[config.mk]
export PLATFORM = sky130hd
export DESIGN_NAME = grc_fifo
export DESIGN_NICKNAME = d
export VERILOG_FILES = /design/src/hw/rtl/grc_fifo.sv
export SDC_FILE = /design/constraint.sdc
export NUM_CORES = 1
export LEC_CHECK = 0
export BUFFER_PORTS_ARGS = -buffer_cell sky130_fd_sc_hd__buf_2
export CORE_ASPECT_RATIO = 0.6
export CORE_UTILIZATION = 35
export DETAILED_ROUTE_END_ITERATION = 16
export PLACE_DENSITY = 0.55
export SYNTH_ARGS = -nofsm -noshare
export SYNTH_HDL_FRONTEND = slang
export SYNTH_SLANG_ARGS = --single-unit
[constraint.sdc]
create_clock -name clk_i -period 1.6 [get_ports clk_i]
set_clock_uncertainty 0.05 [all_clocks]
set_input_delay 0.32 -clock clk_i [delete_from_list [all_inputs] [get_ports clk_i]]
set_output_delay 0.32 -clock clk_i [all_outputs]
set_load 0.05 [all_outputs]
[src/hw/rtl/grc_fifo.sv]
module grc_fifo #(
  parameter int DATA_W = 8,
  parameter int DEPTH  = 2
) (
  input  logic              clk_i,
  input  logic              rst_ni,
  input  logic              push_i,
  output logic              full_o,
  input  logic [DATA_W-1:0] data_i,
  input  logic              pop_i,
  output logic              empty_o,
  output logic [DATA_W-1:0] data_o
);

  localparam int PtrW = (DEPTH > 1) ? $clog2(DEPTH) : 1;
  localparam int CntW = $clog2(DEPTH + 1);

  logic [DATA_W-1:0] mem_q [DEPTH];
  logic [PtrW-1:0]   wr_ptr_q, rd_ptr_q;
  logic [CntW-1:0]   count_q;
  logic              do_push, do_pop;

  assign full_o  = (count_q == CntW'(DEPTH));
  assign empty_o = (count_q == '0);
  assign do_push = push_i && !full_o;
  assign do_pop  = pop_i && !empty_o;
  assign data_o  = mem_q[rd_ptr_q];

  // Store the incoming request
  always_ff @(posedge clk_i) begin
    if (do_push) begin
      mem_q[wr_ptr_q] <= data_i;
    end
  end

  // Advance pointers and occupancy
  always_ff @(posedge clk_i or negedge rst_ni) begin
    if (!rst_ni) begin
      wr_ptr_q <= '0;
      rd_ptr_q <= '0;
      count_q  <= '0;
    end else begin
      if (do_push) begin
        wr_ptr_q <= (wr_ptr_q == PtrW'(DEPTH - 1)) ? '0 : wr_ptr_q + PtrW'(1);
      end
      if (do_pop) begin
        rd_ptr_q <= (rd_ptr_q == PtrW'(DEPTH - 1)) ? '0 : rd_ptr_q + PtrW'(1);
      end
      if (do_push && !do_pop) begin
        count_q <= count_q + CntW'(1);
      end else if (do_pop && !do_push) begin
        count_q <= count_q - CntW'(1);
      end
    end
  end

endmodule

==> Flow_metrics.wiki <==
{| class="wikitable"
! Metric !! Value
|-
| Average vias per placed instance || around 4.3
|-
| I/O Buffers || 21
|-
| Leakage || a little under 0.5 nW
|-
| Source-to-sink clock delay at the later pin of the worst-skew pair || around 0.25 ns
|-
| Number of antenna violations at the first check in global routing || 0
|-
| Number of inserted diodes || 0
|-
| Tmin final || around 1.6 ns
|-
| Setup Crit Path Kind || reg -> out
|-
| Critical Path Start || rd_ptr_q$_DFFE_PN0P_
|-
| Kind of path behind the tightest hold check || in -> reg
|-
| GR met3 Demand/Resource || under 10%
|-
| Min-delay src || data_i[7]
|-
| Overall routing resource usage || around an eighth
|-
| Fillers || about 160
|-
| R2R cell count || 7
|-
| Detailed-routing iteration count for the pre-antenna-repair pass || 2
|-
| Number of placement rows || 12
|-
| Combinational family with the most area after synthesis || multiplexers
|-
| Final antenna-violating net count || 0
|-
| Number of nets in the layout || a little under 90
|-
| CTS Root Cell || clkbuf_8
|-
| Largest net degree at the start of global routing || 13
|-
| Chip width || ~63 um
|-
| Unrepaired setup endpoints after global routing || yes
|-
| WL/cell || between 10 and 15 um
|-
| Maximum net fanout on the critical path || 4
|-
| Portion of total power attributed to the clock network || approximately a fifth
|-
| Initial Utilization || between 30 and 40%
|-
| Synth Area in Simple Gates || 3.840%
|-
| Synthesized instance count || between 40 and 50
|-
| Setup TNS || -0.3424 ns
|-
| First-pass GRT wire length || approximately 2000 um
|-
| Critical Path AT || approximately 1.3 ns
|-
| Syn Area/Cell || around 18 um2
|-
| Core region area || between 1500 and 2000 um2
|-
| Total wire length || between 1000 and 1500 um
|-
| Worst Slack Setup Final || -0.04864 ns
|-
| CP Data Required Time || between 1 and 1.5 ns
|-
| Critical path launch point type || flop
|-
| Post-route fraction of the period consumed by the critical path || 103.0%
|-
| Main area contributors after synthesis || edfxtp_1 (61%), dfrtp_1 (13%), mux2_1 (8.6%)
|-
| Multiplexer fraction of the synthesized cell area || 11.52%
|-
| Summed area of non-filler cells in the final layout || 1141 um2
|-
| Run status || complete, but fails checks
|-
| Slew Limit Headroom || between 80% and 90%
|-
| Total clock sinks || 20
|-
| Combinational share of power || 49.5%
|-
| Switching power share of the total || a little under two fifths
|-
| GRT met1 Usage || between 10% and 20%
|-
| Net switching power of the design || approximately 0.97 mW
|-
| Beginning of the worst register-to-register path || count_q[0]$_DFFE_PN0P_
|-
| Max clock buf depth || 2
|-
| Total of endpoints with negative setup slack in the final report || 8
|-
| Overall via count from detail_route || 444
|-
| Final-report hold violation count || 0
|-
| Violations in the final reports || setup timing
|-
| Commonest cells after routing, fill and taps aside || edfxtp_1 (16), buf_2 (13), buf_6 (8)
|-
| Ratio of total power to cell area || between 2000 and 2500 nW/um2
|-
| Critical path's slowest cell || dfrtp_2
|-
| Die ar. || 2434 um2
|-
| H-tree level count || 1
|-
| Post-synthesis instance area || approximately 780 um2
|-
| Delay-heaviest family, CP || flip-flops
|-
| Clock transition time at the flip-flop clock pins of the worst setup and hold paths || about 0.070 ns
|-
| Routability cong. || around 0.66
|-
| Final cell utilization of the core || between 50% and 60%
|-
| Number of global-route vias before repair || about 440
|-
| Reg-to-reg setup timing slack || 0.12 ns
|-
| Dpl ws || about 0.045 ns
|-
| Synth Area in Adders || 1.600%
|-
| Max Cap Violations || 0
|-
| Buffers plus inverters on the worst setup path || 2
|-
| Top Ports || 22
|-
| Synthesized-area fraction occupied by xor and xnor cells || 6.560%
|-
| Area share of the largest cell type after synthesis || 61.44%
|-
| GR Util met2 || roughly a fifth
|-
| Most used routing layer || met2
|-
| # DRC || 0
|-
| Post-synthesis sequential element count || 20
|-
| Internal Power || ~1.6 mW
|-
| Total clock buffers created by CTS || 3
|-
| Number of nets in the synthesized netlist || 57
|-
| Max Clock Freq || 0.6066 GHz
|-
| CP peak stage delay || between 0.4 and 0.5 ns
|-
| Layout-stage area growth over the synthesis result || 45.92%
|-
| Fraction of power consumed by sequential logic || between 30% and 40%
|-
| Largest voltage drop on the vdd net || between 1 and 1.5 mV
|-
| Number of DRC violations after detailed-routing iteration 0 || 9
|-
| Capture instance of the worst register-to-register path || count_q[1]$_DFFE_PN0P_
|-
| Worst Tran Pin Value || ~0.25 ns
|-
| Crit end category || output port
|-
| CP Cell Sequence || buf_6 > mux2_4 > buf_8
|-
| Area leader, netlist || edfxtp_1
|-
| Share of the yosys chip area belonging to registers || 74.24%
|-
| Total cell area at the placement stage || between 900 and 1000 um2
|-
| Post-layout power || around 2.6 mW
|-
| Number of max-slew violations in the final report || 0
|-
| Share of layout cells above drive strength 1 || about three fifths
|-
| Commonest non-fill, non-tap cell in the layout || edfxtp_1
|-
| Number of unique standard cell types used by synthesis || 15
|-
| Global route total overflow || 0
|-
| CTS tree || done
|-
| Cell depth of the worst hold path || 1
|-
| HPWL after DPL || approximately 850 um
|-
| Compound-gate portion of the synthesized area || less than 1%
|-
| Yosys synthesis warning count || 0
|-
| Hold endpoint || mem_q[1][7]$_DFFE_PP_
|-
| Die height || 38.62 um
|}
sequential cells by signal, summed over array words and instances, names as in the netlist:
signal,flops
count_q,2
rd_ptr_q,1
wr_ptr_q,1
mem_q,16
area by class of cell:
| type | count | area (um2) | area share (%) |
|---|---|---|---|
| flip-flops and latches | 20 | 583.1 | 51.10 |
| repair buffers | 28 | 225.2 | 19.74 |
| multi-input cells | 21 | 219.0 | 19.19 |
| clock buffers | 3 | 41.29 | 3.618 |
| well taps | 28 | 35.03 | 3.070 |
| clock inverters | 1 | 30.03 | 2.632 |
| inverters | 2 | 7.507 | 0.6579 |
worst max-delay path by stage:
stage                            endpoint  slack (ns)  depth (start not counted)
global placement                data_o[5]        0.06                          2
global route                    data_o[4]       -0.07                          3
CTS                             data_o[3]       -0.04                          3
floorplan           mem_q[0][0]$_DFFE_PP_        0.16                          3
finish                          data_o[3]       -0.05                          3
detailed placement              data_o[2]        0.05                          2
cell families after synthesis:
| family | count (synthesis) |
|---|---|
| flip-flops | 20 |
| AO/OA/AOI/OAI | 1 |
| multiplexers | 8 |
| buffers and inverters | 3 |
| adder cells (fa/ha/maj) | 1 |
| AND/OR/NAND/NOR | 6 |
| XOR/XNOR | 5 |
worst register-to-register path, cell delays in order (launching register included):
cell and delay, ns:
dfrtp_2 0.44, nand2b_4 0.16, nand2_2 0.10, inv_1 0.05, ha_1 0.18, xor2_1 0.14, nor2_1 0.11, xor2_1 0.16
power groups by stage:
stage          sequential (mW)  clock, mW  combinational [mW]
3_3_place_gp             0.852          0               0.919
2_1_floorplan            0.793          0               0.769
4_1_cts                  0.811      0.503                1.26
5_1_grt                  0.845      0.527                1.36
6_report                 0.825      0.495                1.29
3_5_place_dp             0.854          0               0.920
cell usage after synthesis (all sizes together):
library cell / count
and3: 1
buf: 1
dfrtp: 4
edfxtp: 16
ha: 1
inv: 2
mux2: 8
nand2: 1
nand2b: 1
nor2: 3
o21ai: 1
xnor2: 3
xor2: 2
per-stage QoR:
step | instances | hold slack, ns
floorplan | 44 | -0.02559
global placement | 94 | 0.08541
detailed placement | 94 | 0.08463
CTS | 102 | 0.1910
global route | 103 | 0.1848
finish | 103 | 0.1979
what timing repair did:
action	4_1_cts	5_1_grt
endpoints found under the hold margin	4	0
setup endpoints to repair	8	10
buffers inserted	3	1
pin swaps	0	0
resized for setup	27	3
hold buffers	1	0
metal layers:
layer  share of wire (%)  up-vias  routed length, um
li1                    -      220                  -
met5                   0        -                  0
met4                 1.0        0                 13
met1                  54      207                690
met3                 3.6        2                 46
met2                  41       15                522
No activity file was read; power rests on OpenSTA's default activity.
