`config.mk`:
```
export PLATFORM = sky130hd
export DESIGN_NAME = grc_front
export DESIGN_NICKNAME = d
export VERILOG_FILES = /design/src/hw/rtl/grc_pkg.sv /design/src/hw/rtl/grc_front.sv
export SDC_FILE = /design/constraint.sdc
export NUM_CORES = 1
export LEC_CHECK = 0
export BUFFER_PORTS_ARGS = -buffer_cell sky130_fd_sc_hd__buf_2
export CORE_AREA = 2 2 150 188
export CTS_BUF_LIST = sky130_fd_sc_hd__clkbuf_8
export DETAILED_ROUTE_END_ITERATION = 7
export DIE_AREA = 0 0 152 190
export GPL_TIMING_DRIVEN = 0
export PLACE_DENSITY = 0.87
export SLEW_MARGIN = 20
export SYNTH_ARGS = -nofsm -noshare
export SYNTH_HDL_FRONTEND = slang
export SYNTH_SLANG_ARGS = --single-unit
```
`constraint.sdc`:
```
create_clock -name clk_i -period 25 [get_ports clk_i]
set_clock_uncertainty 0.1 [all_clocks]
set_input_delay 2.5 -clock clk_i [delete_from_list [all_inputs] [get_ports clk_i]]
set_output_delay 2.5 -clock clk_i [all_outputs]
set_load 0.01 [all_outputs]
```
`src/hw/rtl/grc_pkg.sv`:
```
package grc_pkg;

  // Geometry and sizing
  localparam int MAP_WIDTH   = 16;
  localparam int MAP_HEIGHT  = 16;
  localparam int MAX_ROWS    = 64;
  localparam int RAY_STEP    = 26;
  localparam int QUEUE_DEPTH = 2;

  // Register indexes of the configuration port
  localparam logic [3:0] REG_MAP_0  = 4'd0;
  localparam logic [3:0] REG_MAP_1  = 4'd1;
  localparam logic [3:0] REG_MAP_2  = 4'd2;
  localparam logic [3:0] REG_MAP_3  = 4'd3;
  localparam logic [3:0] REG_COLS   = 4'd4;
  localparam logic [3:0] REG_ROWS   = 4'd5;
  localparam logic [3:0] REG_ANGLE  = 4'd6;
  localparam logic [3:0] REG_DEPTH  = 4'd7;

  // Register reset values
  localparam logic [7:0]  COLS_RST  = 8'd120;
  localparam logic [6:0]  ROWS_RST  = 7'd40;
  localparam logic [15:0] ANGLE_RST = 16'd8192;
  localparam logic [12:0] DEPTH_RST = 13'd4096;

  // Glyph codes
  localparam logic [3:0] GLYPH_SPACE  = 4'd0;
  localparam logic [3:0] GLYPH_FULL   = 4'd1;
  localparam logic [3:0] GLYPH_DARK   = 4'd2;
  localparam logic [3:0] GLYPH_MEDIUM = 4'd3;
  localparam logic [3:0] GLYPH_LIGHT  = 4'd4;
  localparam logic [3:0] GLYPH_HASH   = 4'd5;
  localparam logic [3:0] GLYPH_CROSS  = 4'd6;
  localparam logic [3:0] GLYPH_DOT    = 4'd7;
  localparam logic [3:0] GLYPH_DASH   = 4'd8;

  // cos(0.05 rad) squared in Q0.16
  localparam logic [16:0] COS2_BOUND = 17'd65372;

  // Ray handed from the front end to the marcher
  typedef struct packed {
    logic signed [15:0] ex;
    logic signed [15:0] ey;
    logic [11:0]        px;
    logic [11:0]        py;
  } ray_t;

  // One emitted row
  typedef struct packed {
    logic [5:0] row;
    logic [3:0] glyph;
    logic       last;
  } glyph_t;

  // Quarter-wave sine table, Q1.14
  function automatic logic [14:0] sine_entry(input logic [4:0] idx);
    logic [14:0] v;
    case (idx)
      5'd0:    v = 15'd0;
      5'd1:    v = 15'd1606;
      5'd2:    v = 15'd3196;
      5'd3:    v = 15'd4756;
      5'd4:    v = 15'd6270;
      5'd5:    v = 15'd7723;
      5'd6:    v = 15'd9102;
      5'd7:    v = 15'd10394;
      5'd8:    v = 15'd11585;
      5'd9:    v = 15'd12665;
      5'd10:   v = 15'd13623;
      5'd11:   v = 15'd14449;
      5'd12:   v = 15'd15137;
      5'd13:   v = 15'd15679;
      5'd14:   v = 15'd16069;
      5'd15:   v = 15'd16305;
      default: v = 15'd16384;
    endcase
    return v;
  endfunction

  // Sine of a binary angle with linear interpolation, Q1.14
  function automatic logic signed [15:0] sine16(input logic [15:0] a);
    logic [14:0] rr;
    logic [4:0]  idx;
    logic [9:0]  frac;
    logic [14:0] base;
    logic [14:0] diff;
    logic [24:0] prod;
    logic [14:0] mag;
    rr   = a[14] ? (15'd16384 - {1'b0, a[13:0]}) : {1'b0, a[13:0]};
    idx  = rr[14:10];
    frac = rr[9:0];
    base = sine_entry(idx);
    diff = 15'd0;
    prod = 25'd0;
    if (idx[4]) begin
      mag = 15'd16384;
    end else begin
      diff = sine_entry(idx + 5'd1) - base;
      prod = {10'd0, diff} * {15'd0, frac} + 25'd512;
      mag  = base + prod[24:10];
    end
    return a[15] ? -$signed({1'b0, mag}) : $signed({1'b0, mag});
  endfunction

endpackage

```
`src/hw/rtl/grc_front.sv`:
```
module grc_front (
  input  logic          clk_i,
  input  logic          rst_ni,
  input  logic          item_push_i,
  output logic          item_full_o,
  input  logic [7:0]    column_i,
  input  logic [11:0]   player_x_i,
  input  logic [11:0]   player_y_i,
  input  logic [15:0]   player_heading_i,
  input  logic [7:0]    cols_i,
  input  logic [15:0]   view_angle_i,
  output logic          ray_push_o,
  input  logic          ray_full_i,
  output grc_pkg::ray_t ray_o
);

  typedef enum logic [4:0] {
    F_IDLE = 5'b00001,
    F_DIV  = 5'b00010,
    F_SIN  = 5'b00100,
    F_COS  = 5'b01000,
    F_PUSH = 5'b10000
  } fstate_e;

  fstate_e            state_q, state_d;
  logic [23:0]        num_q, num_d;
  logic [8:0]         rem_q, rem_d;
  logic [7:0]         den_q, den_d;
  logic [4:0]         cnt_q, cnt_d;
  logic [15:0]        head_q, head_d;
  logic [15:0]        angle_q, angle_d;
  logic [11:0]        px_q, px_d, py_q, py_d;
  logic signed [15:0] ex_q, ex_d, ey_q, ey_d;
  logic [8:0]         rem_sh;
  logic               ge;
  logic signed [15:0] trig;

  assign item_full_o = (state_q != F_IDLE);
  assign ray_push_o  = (state_q == F_PUSH);
  assign ray_o       = '{ex: ex_q, ey: ey_q, px: px_q, py: py_q};

  // One quotient bit per cycle of column * fov / columns
  assign rem_sh = {rem_q[7:0], num_q[23]};
  assign ge     = (rem_sh >= {1'b0, den_q});

  // Shared sine lookup: sine first, then cosine as a quarter turn ahead
  assign trig = grc_pkg::sine16((state_q == F_SIN) ? angle_q : angle_q + 16'd16384);

  always_comb begin
    state_d = state_q;
    num_d   = num_q;
    rem_d   = rem_q;
    den_d   = den_q;
    cnt_d   = cnt_q;
    head_d  = head_q;
    angle_d = angle_q;
    px_d    = px_q;
    py_d    = py_q;
    ex_d    = ex_q;
    ey_d    = ey_q;
    case (state_q)
      F_IDLE: begin
        if (item_push_i) begin
          num_d   = {16'd0, column_i} * {8'd0, view_angle_i};
          den_d   = (cols_i == 8'd0) ? 8'd1 : cols_i;
          rem_d   = 9'd0;
          cnt_d   = 5'd23;
          head_d  = player_heading_i;
          px_d    = player_x_i;
          py_d    = player_y_i;
          state_d = F_DIV;
        end
      end
      F_DIV: begin
        rem_d = ge ? rem_sh - {1'b0, den_q} : rem_sh;
        num_d = {num_q[22:0], ge};
        cnt_d = cnt_q - 5'd1;
        if (cnt_q == 5'd0) begin
          angle_d = head_q - {1'b0, view_angle_i[15:1]} + num_d[15:0];
          state_d = F_SIN;
        end
      end
      F_SIN: begin
        ex_d    = trig;
        state_d = F_COS;
      end
      F_COS: begin
        ey_d    = trig;
        state_d = F_PUSH;
      end
      F_PUSH: begin
        if (!ray_full_i) begin
          state_d = F_IDLE;
        end
      end
      default: state_d = F_IDLE;
    endcase
  end

  // Hold control state
  always_ff @(posedge clk_i or negedge rst_ni) begin
    if (!rst_ni) begin
      state_q <= F_IDLE;
    end else begin
      state_q <= state_d;
    end
  end

  // Hold working values
  always_ff @(posedge clk_i) begin
    num_q   <= num_d;
    rem_q   <= rem_d;
    den_q   <= den_d;
    cnt_q   <= cnt_d;
    head_q  <= head_d;
    angle_q <= angle_d;
    px_q    <= px_d;
    py_q    <= py_d;
    ex_q    <= ex_d;
    ey_q    <= ey_d;
  end

endmodule

```
==> load_flow_metrics.sql, run 1 <==
INSERT INTO impl_metrics (metric_group, metric, value, unit) VALUES
('pwr', 'sequentialPowerShare', '28.5', '%'),
('layout', 'nFillCells', '2000', ''),
('synth', 'avg_inst_size_synth', '9.224', 'um2'),
('setup_path', 'worst_setup_path_end_kind', 'flop', ''),
('pwr', 'leakage', '9.295', 'nW'),
('place', 'place.port_buffers', '133', ''),
('synth', 'yosys.area_share.adder', '35.06', '%'),
('synth', 'synth_top_family_by_area', 'adder cells', ''),
('synth', 'total_number_of_yosys_warnings', '0', ''),
('grt', 'grt_antenna_before_repair', '1', ''),
('synth', 'synthTopCellsByArea', 'fa_1, edfxtp_1, ha_1, inv_1, nand2_1', ''),
('floorplan', 'std_cell_rows', '68', ''),
('setup_path', 'critPathRequiredTime', '25150', 'ps'),
('floorplan', 'placeableCoreArea', '27310', 'um2'),
('synth', 'synth.area.mux_share', '0.2867', '%'),
('pwr', 'switching_share', '41.42', '%'),
('synth', 'synth_top_flop_cell', 'edfxtp_1', ''),
('synth', 'synthXorXnorAreaFrac', '5.629', '%'),
('grt', 'globalRouteOverflowTotal', '0', ''),
('clock_network', 'cts_hold_buf', '0', ''),
('synth', 'ys_ff_latch', '138', ''),
('floorplan', 'dieHeight', '190', 'um'),
('pwr', 'share_comb_of_total_power', '56.0', '%'),
('layout', 'finish.net_count', '2552', ''),
('synth', 'post-synth-top-count-cell', 'inv_1', ''),
('drt', 'route.vias.total', '14504', ''),
('setup_path', 'critical_path.most_common_cell', 'ha_1', ''),
('run_status', 'status', 'complete, no violations', ''),
('clock_network', 'htree_levels', '4', ''),
('clock_network', 'postCtsResizedCells', '0', ''),
('synth', 'synth-compound-area-share', '11.08', '%'),
('synth', 'synth.top_cell.area_share', '22.82', '%'),
('setup_path', 'critical_path.reg2reg.startpoint', 'angle_q[0]', ''),
('setup_path', 'worst-endpoint-arrival', '14730', 'ps'),
('pwr', 'power_report.internal_total', '0.0007537', 'W'),
('floorplan', 'die_ar', '28880', 'um2'),
('place', 'place_hpwl', '37.43', 'mm'),
('layout', 'post_route_cells_drive_above_1_share', '10.52', '%'),
('grt', 'grt_pass1_wl', '73.21', 'mm'),
('floorplan', 'die-width', '152', 'um'),
('synth', 'synthesis.instances', '1940', ''),
('pwr', 'switching_power', '0.0005330', 'W'),
('clock_network', 'clk_path_buf_depth', '2', ''),
('clock_network', 'clkLatencyLatePin', '460', 'ps'),
('job', 'timing.max_cap.violations', '0', ''),
('pwr', 'p_total', '0.001287', 'W'),
('drt', 'detail_route.wl_per_cell', '18.28', 'um'),
('floorplan', 'pin_count', '134', ''),
('synth', 'yosysTopAreaCell', 'fa_1', ''),
('timing', 'slew-limit-headroom', '22.27', '%'),
('drt', 'firstDrtPassIters', '7', ''),
('pwr', 'clock_power_share', '15.5', '%'),
('timing', 'timing_worst_slew_pin_value', '1158', 'ps'),
('timing', 'final_period_minus_worst_setup_slack', '14580', 'ps'),
('drt', 'route.met2.wl', '23.98', 'mm'),
('drt', 'highest-signal-layer', 'met4', ''),
('synth', 'post_synth_most_frequent_cells', 'inv_1, nand2_1, fa_1', ''),
('layout', 'area_delta_synth_final', '9.236', '%'),
('grt', 'grt_start_max_net_pins', '28', ''),
('drt', 'drc_errors', '0', ''),
('timing', 'post-route-period-util', '58.34', '%'),
('timing', 'setup-violations-final', '0', ''),
('min_path', 'timing.hold.worst.start', 'cnt_q[4]', ''),
('synth', 'postSynthNetCount', '2395', ''),
('setup_path', 'crit_slowest_cell', 'xor2_1', ''),
('drt', 'finalWirelength', '44.99', 'mm'),
('clock_network', 'cts_tree', 'yes', ''),
('drt', 'drt_first_iter_violations', '914', ''),
('timing', 'max_freq', '68.57', 'MHz'),
('timing', 'fin_hold_viols', '0', ''),
('setup_path', 'worstSetupStartpointType', 'flop', '');
==> routing by layer <==
layer | GRT usage, % | vias up
li1 | - | 6707
met1 | 35.62 | 7078
met2 | 58.58 | 584
met3 | 4.169 | 135
met4 | 16.61 | 0
met5 | 0 | -
==> logic make-up (layout without fill, tap and decap cells) <==
kind of cell | after synthesis | in the layout
other | 0 | 1
XOR/XNOR | 101 | 101
buffers and inverters | 380 | 550
AO/OA/AOI/OAI | 307 | 307
multiplexers | 5 | 5
adder cells (fa/ha/maj) | 379 | 379
AND/OR/NAND/NOR | 630 | 630
flip-flops | 138 | 138
==> sequential cells by signal, summed over array words and instances (netlist names), 12 cells and up <==
register / count
num_q: 24
angle_q: 16
ex_q: 16
ey_q: 16
head_q: 16
px_q: 12
py_q: 12
==> worst max-delay path: cells and delay by family, from the launching register on <==
| kind | cells | cell delay, ps |
|---|---|---|
| AOI/OAI and AO/OA | 18 | 3730 |
| xor gates and xnor gates | 4 | 1540 |
| adders and majority gates | 11 | 4440 |
| buffers and inverters | 8 | 1510 |
| DFF | 1 | 500 |
| muxes | 1 | 170 |
| and+or+nand+nor | 10 | 2400 |
==> per-stage QoR <==
step	util [%]	hold WS, ps	std cells	cell area (um2)	setup slack, ps
after floorplan	-	358.7	1940	17890	12660
after global placement	69.56	391.8	2423	19000	10840
after detailed placement	69.97	421.8	2428	19110	10650
after CTS	71.56	434.0	2460	19550	10590
after global routing	71.56	455.8	2460	19550	9457
final	71.57	430.8	2461	19550	10420
==> worst paths after layout <==
| check | depth (start not counted) | slack, ps | to |
|---|---|---|---|
| max | 52 | 10420 | ex_q[13] |
| max reg2reg | 52 | 10420 | ex_q[13] |
| min in group asynchronous | 1 | 1750 | state_q[1] |
| min reg2reg | 1 | 430 | state_q[2] |
| max in group asynchronous | 1 | 22840 | state_q[0] |
| min | 1 | 430 | state_q[2] |
==> power by group through the flow <==
stage / registers, W / clock network, W / logic, W
global route: 0.000372 / 0.000210 / 0.000799
global placement: 0.000376 / 0 / 0.000657
detailed placement: 0.000372 / 0 / 0.000702
CTS: 0.000367 / 0.000202 / 0.000712
finish: 0.000367 / 0.000199 / 0.000720
floorplan: 0.000373 / 0 / 0.000527
==> layout by cell type, fill, tap and decap left out, drive strengths merged, types with 11 or more instances in the layout <==
master    n
inv     329
nand2   215
fa      204
ha      175
nor2    164
buf     149
edfxtp  133
a21oi    93
o21ai    80
and2     67
xnor2    66
clkbuf   57
nor3     41
xor2     34
nand3    27
nand2b   22
a21o     17
nor2b    16
a211oi   16
o21a     13
a31oi    12
or2      12
or3      11
==> final cells by class <==
type	instances	area (um2)	area share (%)
Antenna cell	1	2.502	0.01280
Buffer	51	202.7	1.037
Clock buffer	17	234.0	1.197
Clock inverter	15	200.2	1.024
Inverter	329	1237	6.330
Multi-Input combinational cell	1422	12370	63.26
Sequential cell	138	4120	21.08
Tap cell	350	437.9	2.240
Timing Repair Buffer	138	747.0	3.821
(Power assumes the default switching activity.)
==> run 2, diff against run 1 <==
Settings changed: ABC_AREA from default to 1, CORE_AREA 2 2 150 188 to 2 2 163 205, DIE_AREA 0 0 152 190 to 0 0 165 207, PLACE_DENSITY 0.87 to 0.8.
Clock period 25 ns to 13.22 ns, I/O delays scaled along.
==> run 2 against run 1 <==
  * Worst setup slack got worse by 9200 ps
  * Non-clock buffer count increased by 4
  * Highest routed layer unchanged
  * Sequential share of layout area decreased by 0.49 points
  * Cell count increased by 18%
  * Via count increased by 8.3%
  * Critical endpoint is now ex_q[15]
  * Total power increased by 86%
  * Clock power increased by 56%
  * Wire length increased by 3.5%
==> load_flow_metrics.sql, run 2 <==
INSERT INTO impl_metrics (metric_group, metric, value, unit) VALUES
('run_status', 'status', 'complete, no violations', ''),
('timing', 'max_freq', '83.09', 'MHz'),
('grt', 'globalRouteOverflowTotal', '0', ''),
('drt', 'drc_errors', '0', ''),
('layout', 'largest_register', 'num_q', ''),
('pwr', 'sequentialPowerShare', '28.9', '%'),
('setup_path', 'critical_path.most_common_cell', 'nand2_1', ''),
('timing', 'final_number_of_max_transition_violations', '0', ''),
('clock_network', 'clkLatencyLatePin', '450', 'ps'),
('synth', 'ys_ff_latch', '138', ''),
('drt', 'detail_route.wl_per_cell', '16.09', 'um'),
('timing', 'setup-violations-final', '0', ''),
('floorplan', 'std_cell_rows', '74', ''),
('synth', 'total_number_of_yosys_warnings', '0', ''),
('grt', 'grt_pass1_wl', '78.07', 'mm'),
('layout', 'post_route_cells_drive_above_1_share', '8.848', '%'),
('pwr', 'switching_share', '45.23', '%'),
('timing', 'timing_worst_slew_pin_value', '1100', 'ps'),
('timing', 'fin_setup_tns', '0', 'ps'),
('synth', 'synthTopCellsByArea', 'fa_1, edfxtp_1, ha_1, inv_1, nand2_1', ''),
('timing', 'post-route-period-util', '91.04', '%'),
('grt', 'grt_antenna_before_repair', '0', ''),
('setup_path', 'crit_slowest_cell', 'fa_1', ''),
('layout', 'multiInputGateArea', '12100', 'um2'),
('floorplan', 'die-width', '165', 'um'),
('pwr', 'leakage', '10.62', 'nW'),
('setup_path', 'worst-setup-path-type', 'flop to flop', ''),
('clock_network', 'htree_levels', '4', ''),
('layout', 'register_area', '4120', 'um2'),
('synth', 'yosysTopAreaCell', 'fa_1', ''),
('pwr', 'clock_power_share', '13.0', '%'),
('drt', 'drt_first_iter_violations', '1109', ''),
('drt', 'routed_vias_inst', '5.429', ''),
('layout', 'number_of_flip_flops_in_the_largest_register', '24', ''),
('clock_network', 'cts_hold_buf', '0', ''),
('layout', 'postLayoutCoreUtil', '61.94', '%'),
('timing', 'slew-limit-headroom', '26.43', '%'),
('floorplan', 'placeableCoreArea', '32310', 'um2'),
('synth', 'synth_top_flop_cell', 'edfxtp_1', ''),
('setup_path', 'critPathMaxFanout', '16', ''),
('timing', 'fin_hold_viols', '0', ''),
('clock_network', 'cts_inserted_buffers', '17', ''),
('synth', 'synth.top_cell.area_share', '22.16', '%'),
('setup_path', 'worstSetupStartpointType', 'flop', ''),
('timing', 'rsz0062_at_grt', 'no', ''),
('floorplan', 'dieHeight', '207', 'um'),
('synth', 'postSynthNetCount', '2770', ''),
('drt', 'antenna_violating_nets_post_route', '0', ''),
('clock_network', 'clk_path_buf_depth', '2', ''),
('floorplan', 'floorplan.initialDensity', '57.02', '%'),
('pwr', 'ir_drop', '111.7', 'uV'),
('synth', 'synth_cell_type_count', '57', ''),
('setup_path', 'worst_setup_path_end_kind', 'flop', ''),
('pwr', 'share_comb_of_total_power', '58.1', '%'),
('timing', 'final_period_minus_worst_setup_slack', '12030', 'ps'),
('synth', 'post_synth_most_frequent_cells', 'inv_1, nand2_1, fa_1', ''),
('pwr', 'power_report.internal_total', '0.001309', 'W'),
('drt', 'route.vias.total', '15705', ''),
('drt', 'firstDrtPassIters', '8', ''),
('layout', 'finish.net_count', '2917', ''),
('setup_path', 'worst-endpoint-arrival', '12090', 'ps'),
('pwr', 'power.density', '119.4', 'nW/um2'),
('job', 'timing.max_cap.violations', '0', ''),
('floorplan', 'pin_count', '134', ''),
('min_path', 'hold_path_class', 'flop to flop', ''),
('drt', 'finalWirelength', '46.56', 'mm'),
('layout', 'nFillCells', '2830', ''),
('layout', 'area_delta_synth_final', '8.623', '%'),
('clock_network', 'cts_root_buffer', 'clkbuf_8', ''),
('floorplan', 'die_ar', '34160', 'um2'),
('place', 'place.port_buffers', '124', ''),
('synth', 'edff_count_synth', '133', ''),
('layout', 'layout.cells.most_common_list', 'inv_1, nand2_1, fa_1', ''),
('grt', 'grtUsageTotal', '28.69', '%'),
('synth', 'synth-async-reset-ratio', '3.623', '%'),
('setup_path', 'max_stage_delay', '540', 'ps'),
('grt', 'grt_start_max_net_pins', '31', ''),
('grt', 'vias_in_the_first_global_route', '16407', ''),
('synth', 'portion_of_the_post_synthesis_area_used_by_sequential_elements', '22.36', '%'),
('synth', 'post_synth_instance_area', '18430', 'um2'),
('place', 'gp_routability_congestion', '0.9731', ''),
('clock_network', 'cts_tree', 'yes', ''),
('synth', 'synthesis.instances', '2315', ''),
('clock_network', 'clk_transition_reported_paths', '90', 'ps'),
('setup_path', 'critPathRequiredTime', '13270', 'ps'),
('clock_network', 'clock_sink_count', '138', ''),
('synth', 'avg_inst_size_synth', '7.960', 'um2'),
('pwr', 'switching_power', '0.001080', 'W'),
('place', 'place_hpwl', '39.22', 'mm'),
('layout', 'ant_diodes', '0', '');
-- run 2: what timing repair did --
action	in CTS	in global routing
resized for setup	0	1
buffers inserted	0	0
setup endpoints to repair	0	4
-- run 2: logic make-up after synthesis --
group	Yosys count	share of synthesized area, %
adder cells (fa/ha/maj)	379	34.05
AO/OA/AOI/OAI	247	7.605
XOR/XNOR	75	3.667
buffers and inverters	590	12.15
flip-flops	138	22.36
AND/OR/NAND/NOR	886	20.17
-- run 2: final cells by class --
cell class / count / share of cell area, %
Buffer: 64 / 1.288
Clock buffer: 17 / 1.169
Clock inverter: 15 / 0.5626
Inverter: 525 / 9.883
Multi-Input combinational cell: 1587 / 60.47
Sequential cell: 138 / 20.59
Tap cell: 418 / 2.613
Timing Repair Buffer: 129 / 3.426
-- run 2: per-stage QoR --
stage	instance area (um2)	instances	hold WS, ps	power, W	worst slack (ps)
floorplan	18430	2315	359.6	0.001700	2954
global placement	19570	2857	380.9	0.002018	1118
detailed placement	19670	2862	418.5	0.002069	981.2
CTS	20010	2894	412.7	0.002390	894.0
global route	20020	2893	451.1	0.002610	316.3
finish	20020	2893	404.7	0.002389	1185
-- run 2: power by group through the flow --
stage	logic, W	clock network [W]	registers (W)
2_1_floorplan	0.000994	0	0.000706
3_3_place_gp	0.00131	0	0.000707
3_5_place_dp	0.00137	0	0.000699
4_1_cts	0.00138	0.000318	0.000689
5_1_grt	0.00157	0.000338	0.000698
6_report	0.00139	0.000311	0.000689
-- run 2: final timing paths --
check                              to       start  slack, ps  cells past startpoint
setup reg to reg             ex_q[15]  angle_q[0]       1190                     54
hold reg to reg            state_q[2]    cnt_q[4]        400                      1
max in group asynchronous  state_q[0]      rst_ni      12220                      1
min in group asynchronous  state_q[4]      rst_ni        570                      1
setup / recovery             ex_q[15]  angle_q[0]       1190                     54
hold / removal             state_q[2]    cnt_q[4]        400                      1
-- run 2: routing by layer --
| metal | vias up | part of all wire (%) | track usage [%] |
|---|---|---|---|
| met1 | 7544 | 38 | 33.36 |
| met5 | - | 0 | 0 |
| li1 | 7472 | - | - |
| met3 | 145 | 4.6 | 3.524 |
| met4 | 0 | 5.3 | 13.97 |
| met2 | 544 | 52 | 51.52 |
-- run 2: worst max-delay path, delay by kind of cell, from the launching register on --
kind | cells | cell delay (ps)
AND/OR/NAND/NOR | 25 | 3360
AO/OA/AOI/OAI | 6 | 1090
flip-flops | 1 | 390
XOR/XNOR | 3 | 1090
buffers and inverters | 9 | 1160
adder cells (fa/ha/maj) | 11 | 4510
==> run 3, diff against run 2 <==
Settings changed: ABC_AREA 1 to default, BUFFER_PORTS_ARGS -buffer_cell sky130_fd_sc_hd__buf_2 to -buffer_cell sky130_fd_sc_hd__buf_4, CELL_PAD_IN_SITES_DETAIL_PLACEMENT from default to 0, CELL_PAD_IN_SITES_GLOBAL_PLACEMENT from default to 1, CORE_AREA 2 2 163 205 to 2 2 182 228, DIE_AREA 0 0 165 207 to 0 0 184 230, PLACE_DENSITY 0.8 to 0.81.
==> run 3 against run 2 <==
  * Worst setup slack worse by 710 ps
  * Critical endpoint unchanged
  * Die area up 24%
  * Via count is 10% lower
==> load_flow_metrics.sql, run 3 (same netlist as run 1, synthesis figures left out) <==
INSERT INTO impl_metrics (metric_group, metric, value, unit) VALUES
('run_status', 'status', 'complete, no violations', ''),
('layout', 'largest_register', 'num_q', ''),
('timing', 'post-route-period-util', '96.41', '%'),
('layout', 'instances_no_fill', '2624', ''),
('grt', 'grt_start_max_net_pins', '31', ''),
('place', 'place_inst', '2583', ''),
('setup_path', 'cp-startpoint', 'angle_q[0]', ''),
('pwr', 'power.density', '119.4', 'nW/um2'),
('setup_path', 'max_stage_delay', '560', 'ps'),
('floorplan', 'placeableCoreArea', '40010', 'um2'),
('setup_path', 'worst_setup_path_end_kind', 'flop', ''),
('place', 'place_hpwl', '39.49', 'mm'),
('grt', 'globalRouteOverflowTotal', '0', ''),
('clock_network', 'cts_hold_buf', '0', ''),
('setup_path', 'worst-setup-path-type', 'flop to flop', ''),
('grt', 'grt_use_met3', '1.980', '%'),
('setup_path', 'critical_path.most_common_cell', 'fa_1', ''),
('drt', 'route.vias.total', '14066', ''),
('setup_path', 'worst-endpoint-arrival', '12920', 'ps'),
('timing', 'setup-violations-final', '0', ''),
('timing', 'final_number_of_max_transition_violations', '0', ''),
('timing', 'final_period_minus_worst_setup_slack', '12750', 'ps'),
('timing', 'max_freq', '78.46', 'MHz'),
('floorplan', 'die-width', '184', 'um'),
('setup_path', 'setup_slack_of_the_worst_register_to_register_path', '470', 'ps'),
('floorplan', 'pin_count', '134', ''),
('grt', 'global_route.usage.met2', '42.58', '%'),
('clock_network', 'cts_inserted_buffers', '17', ''),
('grt', 'grt_antenna_before_repair', '1', ''),
('layout', 'post_route_cells_drive_above_1_share', '12.69', '%'),
('setup_path', 'critPathMaxFanout', '12', ''),
('grt', 'grtUsageTotal', '22.33', '%'),
('drt', 'routed_vias_inst', '5.361', ''),
('min_path', 'whs_path_depth', '1', ''),
('timing', 'slew-limit-headroom', '30.90', '%'),
('clock_network', 'clk_path_buf_depth', '2', ''),
('drt', 'finalWirelength', '46.71', 'mm'),
('drt', 'drc_errors', '0', ''),
('clock_network', 'cts_root_buffer', 'clkbuf_8', ''),
('grt', 'grt.busiest_layer', 'met2', ''),
('timing', 'fin_hold_viols', '0', ''),
('layout', 'finish.net_count', '2561', ''),
('floorplan', 'die_ar', '42320', 'um2'),
('drt', 'drt_first_iter_violations', '694', ''),
('clock_network', 'htree_levels', '4', ''),
('setup_path', 'critPathRequiredTime', '13390', 'ps'),
('drt', 'antenna_violating_nets_post_route', '0', ''),
('grt', 'grt_pass1_wl', '74.22', 'mm'),
('layout', 'layout.cells.most_common_list', 'inv_1, nand2_1, fa_1', ''),
('layout', 'area_delta_synth_final', '13.54', '%'),
('setup_path', 'crit_slowest_cell', 'fa_1', ''),
('place', 'gp_routability_congestion', '0.9072', ''),
('layout', 'mostFrequentLayoutCell', 'inv_1', ''),
('grt', 'grt_use_met1', '24.91', '%'),
('pwr', 'ir_drop', '83.59', 'uV'),
('pwr', 'leakage', '9.504', 'nW'),
('drt', 'firstDrtPassIters', '6', ''),
('floorplan', 'std_cell_rows', '82', ''),
('min_path', 'timing.hold.worst.start', 'cnt_q[4]', ''),
('min_path', 'hold_path_class', 'flop to flop', ''),
('setup_path', 'rr_worst_depth', '52', ''),
('floorplan', 'floorplan.initialDensity', '44.72', '%'),
('clock_network', 'cts_tree', 'yes', ''),
('clock_network', 'clkLatencyLatePin', '490', 'ps'),
('setup_path', 'critical_path.reg2reg.startpoint', 'angle_q[0]', ''),
('clock_network', 'clock_sink_count', '138', ''),
('layout', 'number_of_flip_flops_in_the_largest_register', '24', ''),
('drt', 'detail_route.wl_per_cell', '17.80', 'um'),
('grt', 'vias_in_the_first_global_route', '14855', ''),
('place', 'place.port_buffers', '133', ''),
('timing', 'timing_worst_slew_pin_value', '1029', 'ps'),
('job', 'timing.max_cap.violations', '0', ''),
('setup_path', 'worstSetupStartpointType', 'flop', ''),
('layout', 'postLayoutCoreUtil', '50.78', '%'),
('floorplan', 'dieHeight', '230', 'um'),
('clock_network', 'clk_transition_reported_paths', '90', 'ps');
[run 3: report_power, final]
part	leakage, nW	switching (W)	total [W]	internal, W
clock network	0.199	0.000200	0.000359	0.000159
logic	8.02	0.000799	0.00137	0.000573
registers	1.29	0.0000375	0.000694	0.000657
total	9.50	0.00104	0.00242	0.00139
[run 3: area by class of cell]
class,count,area (um2)
diodes,1,2.502
plain buffers,50,214.0
clock buffers,17,234.0
clock inverters,15,167.7
fillers,3787,19700
inverters,329,1237
multi-input cells,1422,12560
flip-flops and latches,138,4120
well taps,504,630.6
repair buffers,148,1151
[run 3: final timing paths]
kind	end
setup / recovery	ex_q[15]
hold / removal	state_q[2]
setup reg to reg	ex_q[15]
hold reg to reg	state_q[2]
max in group asynchronous	state_q[0]
min in group asynchronous	state_q[3]
[run 3: timing repair]
item / in CTS / in global routing
gates resized for setup: 15 / 33
setup buffers: 7 / 2
pin swaps: 1 / 2
setup endpoints to repair: 24 / 20
[run 3: stage by stage]
stage                     power [W]  hold slack (ps)  setup TNS, ps  instance area (um2)  setup slack, ps
after floorplan            0.001703            358.7              0                17890            878.7
after global placement     0.002037            379.6         -14730                19520            -1197
after detailed placement   0.002083            410.3         -17590                19640            -1342
after CTS                  0.002446            432.3              0                20170            53.15
after global routing       0.002626            459.1         -171.4                20320           -43.16
final                      0.002425            429.1              0                20320            474.4
[run 3: per-layer routing]
metal  wire [um]  up-vias  share of wire [%]
met2       25200      328                 54
li1            -     6722                  -
met4        1979        0                4.2
met5           0        -                  0
met3        1326       91                2.8
met1       18200     6925                 39
[run 3: critical path, delay by kind of cell, from the launching register on]
kind | cells | cell delay (ps)
fa+ha+maj | 12 | 4770
compound gates | 16 | 3150
simple gates | 12 | 2120
buf+inv | 9 | 1170
xor+xnor | 3 | 750
flops | 1 | 460
